[config.mk]
export PLATFORM = sky130hd
export DESIGN_NAME = midi_driven_pwm_bank_top
export DESIGN_NICKNAME = d
export VERILOG_FILES = /design/src/rtl/mdpb_pkg.sv /design/src/rtl/mdpb_duty_bank.sv /design/src/rtl/mdpb_phase_ctr.sv /design/src/rtl/midi_driven_pwm_bank_top.sv
export SDC_FILE = /design/constraint.sdc
export NUM_CORES = 1
export LEC_CHECK = 0
export BUFFER_PORTS_ARGS = -buffer_cell sky130_fd_sc_hd__buf_2
export CORE_ASPECT_RATIO = 0.6
export CORE_UTILIZATION = 55
export DETAILED_ROUTE_END_ITERATION = 8
export GPL_TIMING_DRIVEN = 0
export HOLD_SLACK_MARGIN = 0.12
export PLACE_DENSITY_LB_ADDON = 0.25
export SLEW_MARGIN = 20
export SYNTH_ARGS = -nofsm -noshare
export SYNTH_HDL_FRONTEND = slang
export SYNTH_HIERARCHICAL = 1
export SYNTH_SLANG_ARGS = --single-unit
[constraint.sdc]
create_clock -name clk_i -period 4.8 [get_ports clk_i]
set_clock_uncertainty 0.2 [all_clocks]
set_input_delay 0.72 -clock clk_i [delete_from_list [all_inputs] [get_ports clk_i]]
set_output_delay 0.72 -clock clk_i [all_outputs]
set_load 0.02 [all_outputs]
[src/rtl/mdpb_pkg.sv]
// shared types and constants for the midi driven pwm bank
package mdpb_pkg;

  // default bank size
  localparam int unsigned CHANNELS_DEF = 32;
  localparam int unsigned STEPS_DEF    = 128;

  // fixed field widths
  localparam int unsigned PIN_BITS = 32;
  localparam int unsigned DUTY_W   = 8;
  localparam int unsigned CODE_W   = 8;
  localparam int unsigned NOTE_W   = 8;

  // request kinds
  localparam logic REQ_TICK  = 1'b0;
  localparam logic REQ_EVENT = 1'b1;

  // usb-midi event codes on cable 0
  localparam logic [CODE_W-1:0] EV_NOTE_OFF = 8'h08;
  localparam logic [CODE_W-1:0] EV_NOTE_ON  = 8'h09;

  // one midi event handed to the duty bank
  typedef struct packed {
    logic              en;
    logic [CODE_W-1:0] code;
    logic [NOTE_W-1:0] note;
    logic [DUTY_W-1:0] velocity;
  } duty_evt_t;

endpackage

[src/rtl/mdpb_duty_bank.sv]
// per-channel duty registers and the parallel phase compare
module mdpb_duty_bank
  import mdpb_pkg::*;
#(
  parameter int unsigned CHANNELS = CHANNELS_DEF,
  parameter int unsigned PHASE_W  = 7
) (
  input  logic                clk_i,
  input  logic                rst_ni,
  input  duty_evt_t           evt_i,
  input  logic [PHASE_W-1:0]  phase_i,
  output logic [PIN_BITS-1:0] pin_word_o
);

  localparam int unsigned ChW = (CHANNELS > 1) ? $clog2(CHANNELS) : 1;

  logic [DUTY_W-1:0] duty_q [CHANNELS];
  logic              in_range;
  logic [ChW-1:0]    ch_idx;
  logic [DUTY_W-1:0] phase_ext;

  // channel decode
  assign in_range  = evt_i.note < NOTE_W'(CHANNELS);
  assign ch_idx    = evt_i.note[ChW-1:0];
  assign phase_ext = DUTY_W'(phase_i);

  // duty update on note-on and note-off
  always_ff @(posedge clk_i or negedge rst_ni) begin
    if (!rst_ni) begin
      for (int k = 0; k < int'(CHANNELS); k++) begin
        duty_q[k] <= '0;
      end
    end else if (evt_i.en && in_range) begin
      if (evt_i.code == EV_NOTE_ON) begin
        duty_q[ch_idx] <= evt_i.velocity;
      end else if (evt_i.code == EV_NOTE_OFF) begin
        duty_q[ch_idx] <= '0;
      end
    end
  end

  // one compare per pin, unused pins stay low
  for (genvar k = 0; k < PIN_BITS; k++) begin : g_pin
    if (k < CHANNELS) begin : g_used
      assign pin_word_o[k] = phase_ext < duty_q[k];
    end else begin : g_unused
      assign pin_word_o[k] = 1'b0;
    end
  end

endmodule

[src/rtl/mdpb_phase_ctr.sv]
// shared phase counter, wraps after the last step
module mdpb_phase_ctr
  import mdpb_pkg::*;
#(
  parameter int unsigned STEPS   = STEPS_DEF,
  parameter int unsigned PHASE_W = 7
) (
  input  logic               clk_i,
  input  logic               rst_ni,
  input  logic               tick_i,
  output logic [PHASE_W-1:0] phase_o
);

  localparam logic [PHASE_W-1:0] PhaseLast = PHASE_W'(STEPS - 1);

  logic [PHASE_W-1:0] phase_q;
  logic [PHASE_W-1:0] phase_d;

  // advance modulo steps
  always_comb begin
    phase_d = phase_q;
    if (tick_i) begin
      phase_d = (phase_q == PhaseLast) ? '0 : phase_q + PHASE_W'(1);
    end
  end

  always_ff @(posedge clk_i or negedge rst_ni) begin
    if (!rst_ni) begin
      phase_q <= '0;
    end else begin
      phase_q <= phase_d;
    end
  end

  assign phase_o = phase_q;

endmodule

[src/rtl/midi_driven_pwm_bank_top.sv]
// top level of the midi driven pwm bank
//
// A bank of CHANNELS pwm channels sharing one phase counter of STEPS steps.
// A midi event transfer (req_type 1) with a note below CHANNELS sets that
// channel's duty: note-on (code 9) loads the velocity, note-off (code 8)
// loads zero, anything else is dropped; events give no output transfer.
// A tick transfer (req_type 0) gives one output transfer whose bit k is set
// when the phase is below channel k's duty, then the phase advances; a duty
// at or above STEPS keeps its pin on. Each item is held in the input register
// and the duty compare runs combinationally into the result register; a tick
// transfer passes the input register and then the result register before its
// pin word is presented. One item is taken every cycle unless input stalls.
// A tick waits in the input register, and the input stalls, only while a
// stalled pin word still holds the result register; events retire without
// waiting. No clearing pass is needed after reset.
module midi_driven_pwm_bank_top
  import mdpb_pkg::*;
#(
  parameter int unsigned CHANNELS = CHANNELS_DEF,
  parameter int unsigned STEPS    = STEPS_DEF
) (
  input  logic                clk_i,
  input  logic                rst_ni,
  input  logic                in_valid_i,
  output logic                in_stall_o,
  input  logic                req_type_i,
  input  logic [CODE_W-1:0]   event_code_i,
  input  logic [NOTE_W-1:0]   note_i,
  input  logic [DUTY_W-1:0]   velocity_i,
  output logic                out_valid_o,
  input  logic                out_stall_i,
  output logic [PIN_BITS-1:0] pin_word_o
);

  localparam int unsigned PhaseW = $clog2(STEPS);

  // input register
  logic              s1_valid_q;
  logic              s1_req_q;
  logic [CODE_W-1:0] s1_code_q;
  logic [NOTE_W-1:0] s1_note_q;
  logic [DUTY_W-1:0] s1_vel_q;

  // output register
  logic                out_valid_q;
  logic [PIN_BITS-1:0] pin_word_q;

  logic                out_free;
  logic                s1_tick;
  logic                s1_done;
  logic                in_xfer;
  logic [PhaseW-1:0]   phase;
  logic [PIN_BITS-1:0] pin_word;
  duty_evt_t           evt;

  // stage flow: events always retire, ticks need room in the output register
  assign out_free   = !out_valid_q || !out_stall_i;
  assign s1_tick    = s1_valid_q && (s1_req_q == REQ_TICK);
  assign s1_done    = s1_valid_q && ((s1_req_q == REQ_EVENT) || out_free);
  assign in_stall_o = s1_valid_q && !s1_done;
  assign in_xfer    = in_valid_i && !in_stall_o;

  always_ff @(posedge clk_i or negedge rst_ni) begin
    if (!rst_ni) begin
      s1_valid_q <= 1'b0;
    end else if (in_xfer) begin
      s1_valid_q <= 1'b1;
    end else if (s1_done) begin
      s1_valid_q <= 1'b0;
    end
  end

  always_ff @(posedge clk_i) begin
    if (in_xfer) begin
      s1_req_q  <= req_type_i;
      s1_code_q <= event_code_i;
      s1_note_q <= note_i;
      s1_vel_q  <= velocity_i;
    end
  end

  // event handed to the duty bank when it retires
  always_comb begin
    evt          = '0;
    evt.en       = s1_done && (s1_req_q == REQ_EVENT);
    evt.code     = s1_code_q;
    evt.note     = s1_note_q;
    evt.velocity = s1_vel_q;
  end

  mdpb_duty_bank #(
    .CHANNELS (CHANNELS),
    .PHASE_W  (PhaseW)
  ) u_duty_bank (
    .clk_i      (clk_i),
    .rst_ni     (rst_ni),
    .evt_i      (evt),
    .phase_i    (phase),
    .pin_word_o (pin_word)
  );

  mdpb_phase_ctr #(
    .STEPS   (STEPS),
    .PHASE_W (PhaseW)
  ) u_phase_ctr (
    .clk_i   (clk_i),
    .rst_ni  (rst_ni),
    .tick_i  (s1_tick && out_free),
    .phase_o (phase)
  );

  // result register
  always_ff @(posedge clk_i or negedge rst_ni) begin
    if (!rst_ni) begin
      out_valid_q <= 1'b0;
    end else if (out_free) begin
      out_valid_q <= s1_tick;
    end
  end

  always_ff @(posedge clk_i) begin
    if (s1_tick && out_free) begin
      pin_word_q <= pin_word;
    end
  end

  assign out_valid_o = out_valid_q;
  assign pin_word_o  = pin_word_q;

endmodule
==> impl_metrics.csv <==
group,metric,value,unit
sta,setup_ws,1.79,ns
placement,placedCellCount,2099,
routing,routed_wl,46300,microns
global_route,grt_max_degree,92,
placement,portBuffers,62,
synth,synth_top_family_by_area,"compound AO/OA/AOI/OAI gates",
synth,yosysTopAreaCellShare,39.1,%
final_layout,area_growth,14.0,%
synth,synth.most_common_cell,"dfrtp_1",
synth,syn_inst,1621,
critical_path,crit_arrival,3.27,ns
cts,cts-root-buf,"clkbuf_16",
placement,pre_cts_ws,1.87,ns
final_layout,final_net_count,1968,
floorplanning,die_w,229,microns
routing,vias,13200,
synth,synth_area_leaders,"dfrtp_1 (39%), ha_1 (14%), edfxtp_1 (10%)",
sta,clock.fmax,0.333,GHz
floorplanning,core,30100,sq um
critical_path,crit_path_start,"s1_valid_q$_DFFE_PN0P_",
sta,final_max_slew_viol_count,0,
floorplanning,die_area,31500,sq um
synth,synth_compound_area_share,18.0,%
synth,ys_ff_latch,322,
cts,post_cts_buffers,0,
critical_path,crit_chain,"and2_2 -> nor4b_1 -> nand4_2 -> nor2_2 -> mux2_2",
synth,synth_cell_types,45,
cts,htreeDepth,1,
synth,yosys-top-cells-count,"dfrtp_1 (265), o21ai_1 (241), inv_1 (195)",
critical_path,critPathRequiredTime,5.06,ns
global_route,track_usage,29.8,%
routing,routedWlPerCell,21.3,microns
floorplanning,die_h,138,microns
sta,worst_pin_slew,0.932,ns
outcome,run_status,"complete, no violations",
global_route,grt_pass1_wl,72200,microns
cts,cts_inserted_buffers,31,
final_layout,instances_no_fill,2178,
cts,clk_path_buf_depth,3,
synth,synth_mux_area_share,3.96,%
synth,async_reset_ff_share,82.3,%
final_layout,antenna_cells,0,
critical_path,rr_startpoint,"s1_valid_q$_DFFE_PN0P_",
synth,synth.avg_cell_area,10.4,sq um
flow_run,maxCapViolCount,0,
synth,synth_nets,1843,
final_layout,final_core_util,64.1,%
cts,cts_resized,0,
routing,via_per_inst,6.07,
hold_path,worstHoldStart,"event_code_i[3]",
synth,synth_top_area_cell,"dfrtp_1",
synth,synth-edff-count,57,
hold_path,hold_path_class,"input pin to register",
sta,hold_viol,0,
placement,dp_hpwl,29800,microns
routing,final_antenna_net_count,0,
power_and_ir_drop,power.density,407,nW/um^2
sta,rsz0062_at_grt,"false",
cts,holdBufCountCts,22,
synth,synth_xor_area_share,0.207,%
global_route,gr-total-overflow,0,
cts,clk_latency,0.58,ns
critical_path,cp_max_fo,8,
sta,holdWs,0.136,ns
critical_path,worstSetupPathType,"register to register",
cts,cts_tree,"built",
placement,gp_congestion,0.859,
sta,tns,0,ns
floorplanning,start_util,56.3,%
sta,slew_headroom,37.9,%
power_and_ir_drop,ir_worst_vdd,0.258,mV
routing,drc_errors,0,
synth,synthAdderAreaFrac,14.3,%
cts,clk_pin_slew,0.06,ns
global_route,grt_antenna_before_repair,0,
routing,drt_first_pass_iters,5,
critical_path,end_kind,"register",
critical_path,cp_slowest_stage_delay,0.65,ns
sta,period_share,62.6,%
floorplanning,top_level_ports,63,
cts,clock_sinks,322,
critical_path,slowest_stage,"nor2_2",
synth,ys_warn_count,6,
final_layout,n_fill_cell,2419,
sta,finalCriticalPeriod,3.01,ns
power_and_ir_drop,leakagePower,8.40,nW
sta,setup_violations,0,
global_route,grt_pass1_vias,13100,
synth,synth.cell_area,16900,sq um
synth,seq_area_frac_synth,49.3,%
critical_path,worstSetupStartpointType,"register",
synth,synthFlopType,"dfrtp_1",
final_layout,drive_gt1_share,11.9,%
floorplanning,std_cell_rows,49,
routing,first_iter_violations,1337,
synth,yosys.area_share.simple,7.89,%
==> metrics by stage <==
step	total power, W	cell area [sq um]
after detailed placement	0.00521	18000
after global placement	0.00505	17800
after global routing	0.00821	19300
after CTS	0.00786	19300
final	0.00785	19300
after floorplan	0.00452	16900
==> layer usage <==
| layer | part of all wire [%] | GRT usage (%) | vias up | wire, microns |
|---|---|---|---|---|
| li1 | - | - | 6058 | - |
| met1 | 44 | 42.0 | 6494 | 20600 |
| met2 | 44 | 47.1 | 566 | 20600 |
| met3 | 8.3 | 5.35 | 109 | 3830 |
| met4 | 2.8 | 9.66 | 0 | 1290 |
| met5 | 0 | 0 | - | 0 |
==> flip-flops by register name, summed over array words and instances (netlist names) <==
name / count
s1_req_q: 1
s1_code_q: 8
out_valid_o: 1
u_duty_bank/duty_q: 256
s1_valid_q: 1
pin_word_o: 32
s1_vel_q: 8
s1_note_q: 8
u_phase_ctr/phase_o: 7
==> critical path: cells and delay by family (launching register included) <==
kind / cells / cell delay, ns
muxes: 1 / 0.40
and+or+nand+nor: 4 / 1.90
DFF: 1 / 0.37
==> power breakdown <==
group	switching [W]	internal (W)	leakage, nW
sequential	0.000215	0.00297	4.23
combinational	0.00105	0.000990	3.63
clock	0.00108	0.00154	0.542
total	0.00235	0.00550	8.40
==> layout make-up <==
type / instances / area, sq um / area share (%)
clock inverters: 8 / 115 / 0.596
multi-input cells: 1037 / 7510 / 38.9
plain buffers: 67 / 364 / 1.89
inverters: 195 / 732 / 3.79
clock buffers: 49 / 975 / 5.05
flip-flops and latches: 322 / 8360 / 43.3
repair buffers: 92 / 738 / 3.82
well taps: 408 / 510 / 2.64
==> path summary, 6_finish.rpt <==
kind                            cells after the start  slack (ns)                             endpoint
min in group asynchronous                           2        0.44  u_duty_bank/duty_q[197]$_DFFE_PN0P_
worst max-delay path                                5        1.79  u_duty_bank/duty_q[176]$_DFFE_PN0P_
worst min-delay path                                1        0.14               s1_code_q[3]$_DFFE_PP_
max in group asynchronous                           4        2.80    u_duty_bank/duty_q[0]$_DFFE_PN0P_
worst min register to register                      2        0.30  u_duty_bank/duty_q[158]$_DFFE_PN0P_
worst max register to register                      5        1.79  u_duty_bank/duty_q[176]$_DFFE_PN0P_
==> layout by cell type (no fill, tap or decap), drive strengths merged, types with 5 or more instances in the layout <==
cell type	count
a21o	64
a21oi	66
a31o	32
and2	9
buf	87
clkbuf	99
clkinv	5
dfrtp	265
dlygate4sd3	22
edfxtp	57
ha	193
inv	195
mux2	16
mux2i	49
nand2	40
nand2b	34
nand3	39
nand4	68
nor2	13
o21ai	386
==> logic make-up after synthesis <==
kind of cell | count (synthesis)
flip-flops | 322
adder cells (fa/ha/maj) | 193
XOR/XNOR | 4
buffers and inverters | 262
AO/OA/AOI/OAI | 551
AND/OR/NAND/NOR | 224
multiplexers | 65
No activity file was read; power rests on OpenSTA's default activity.
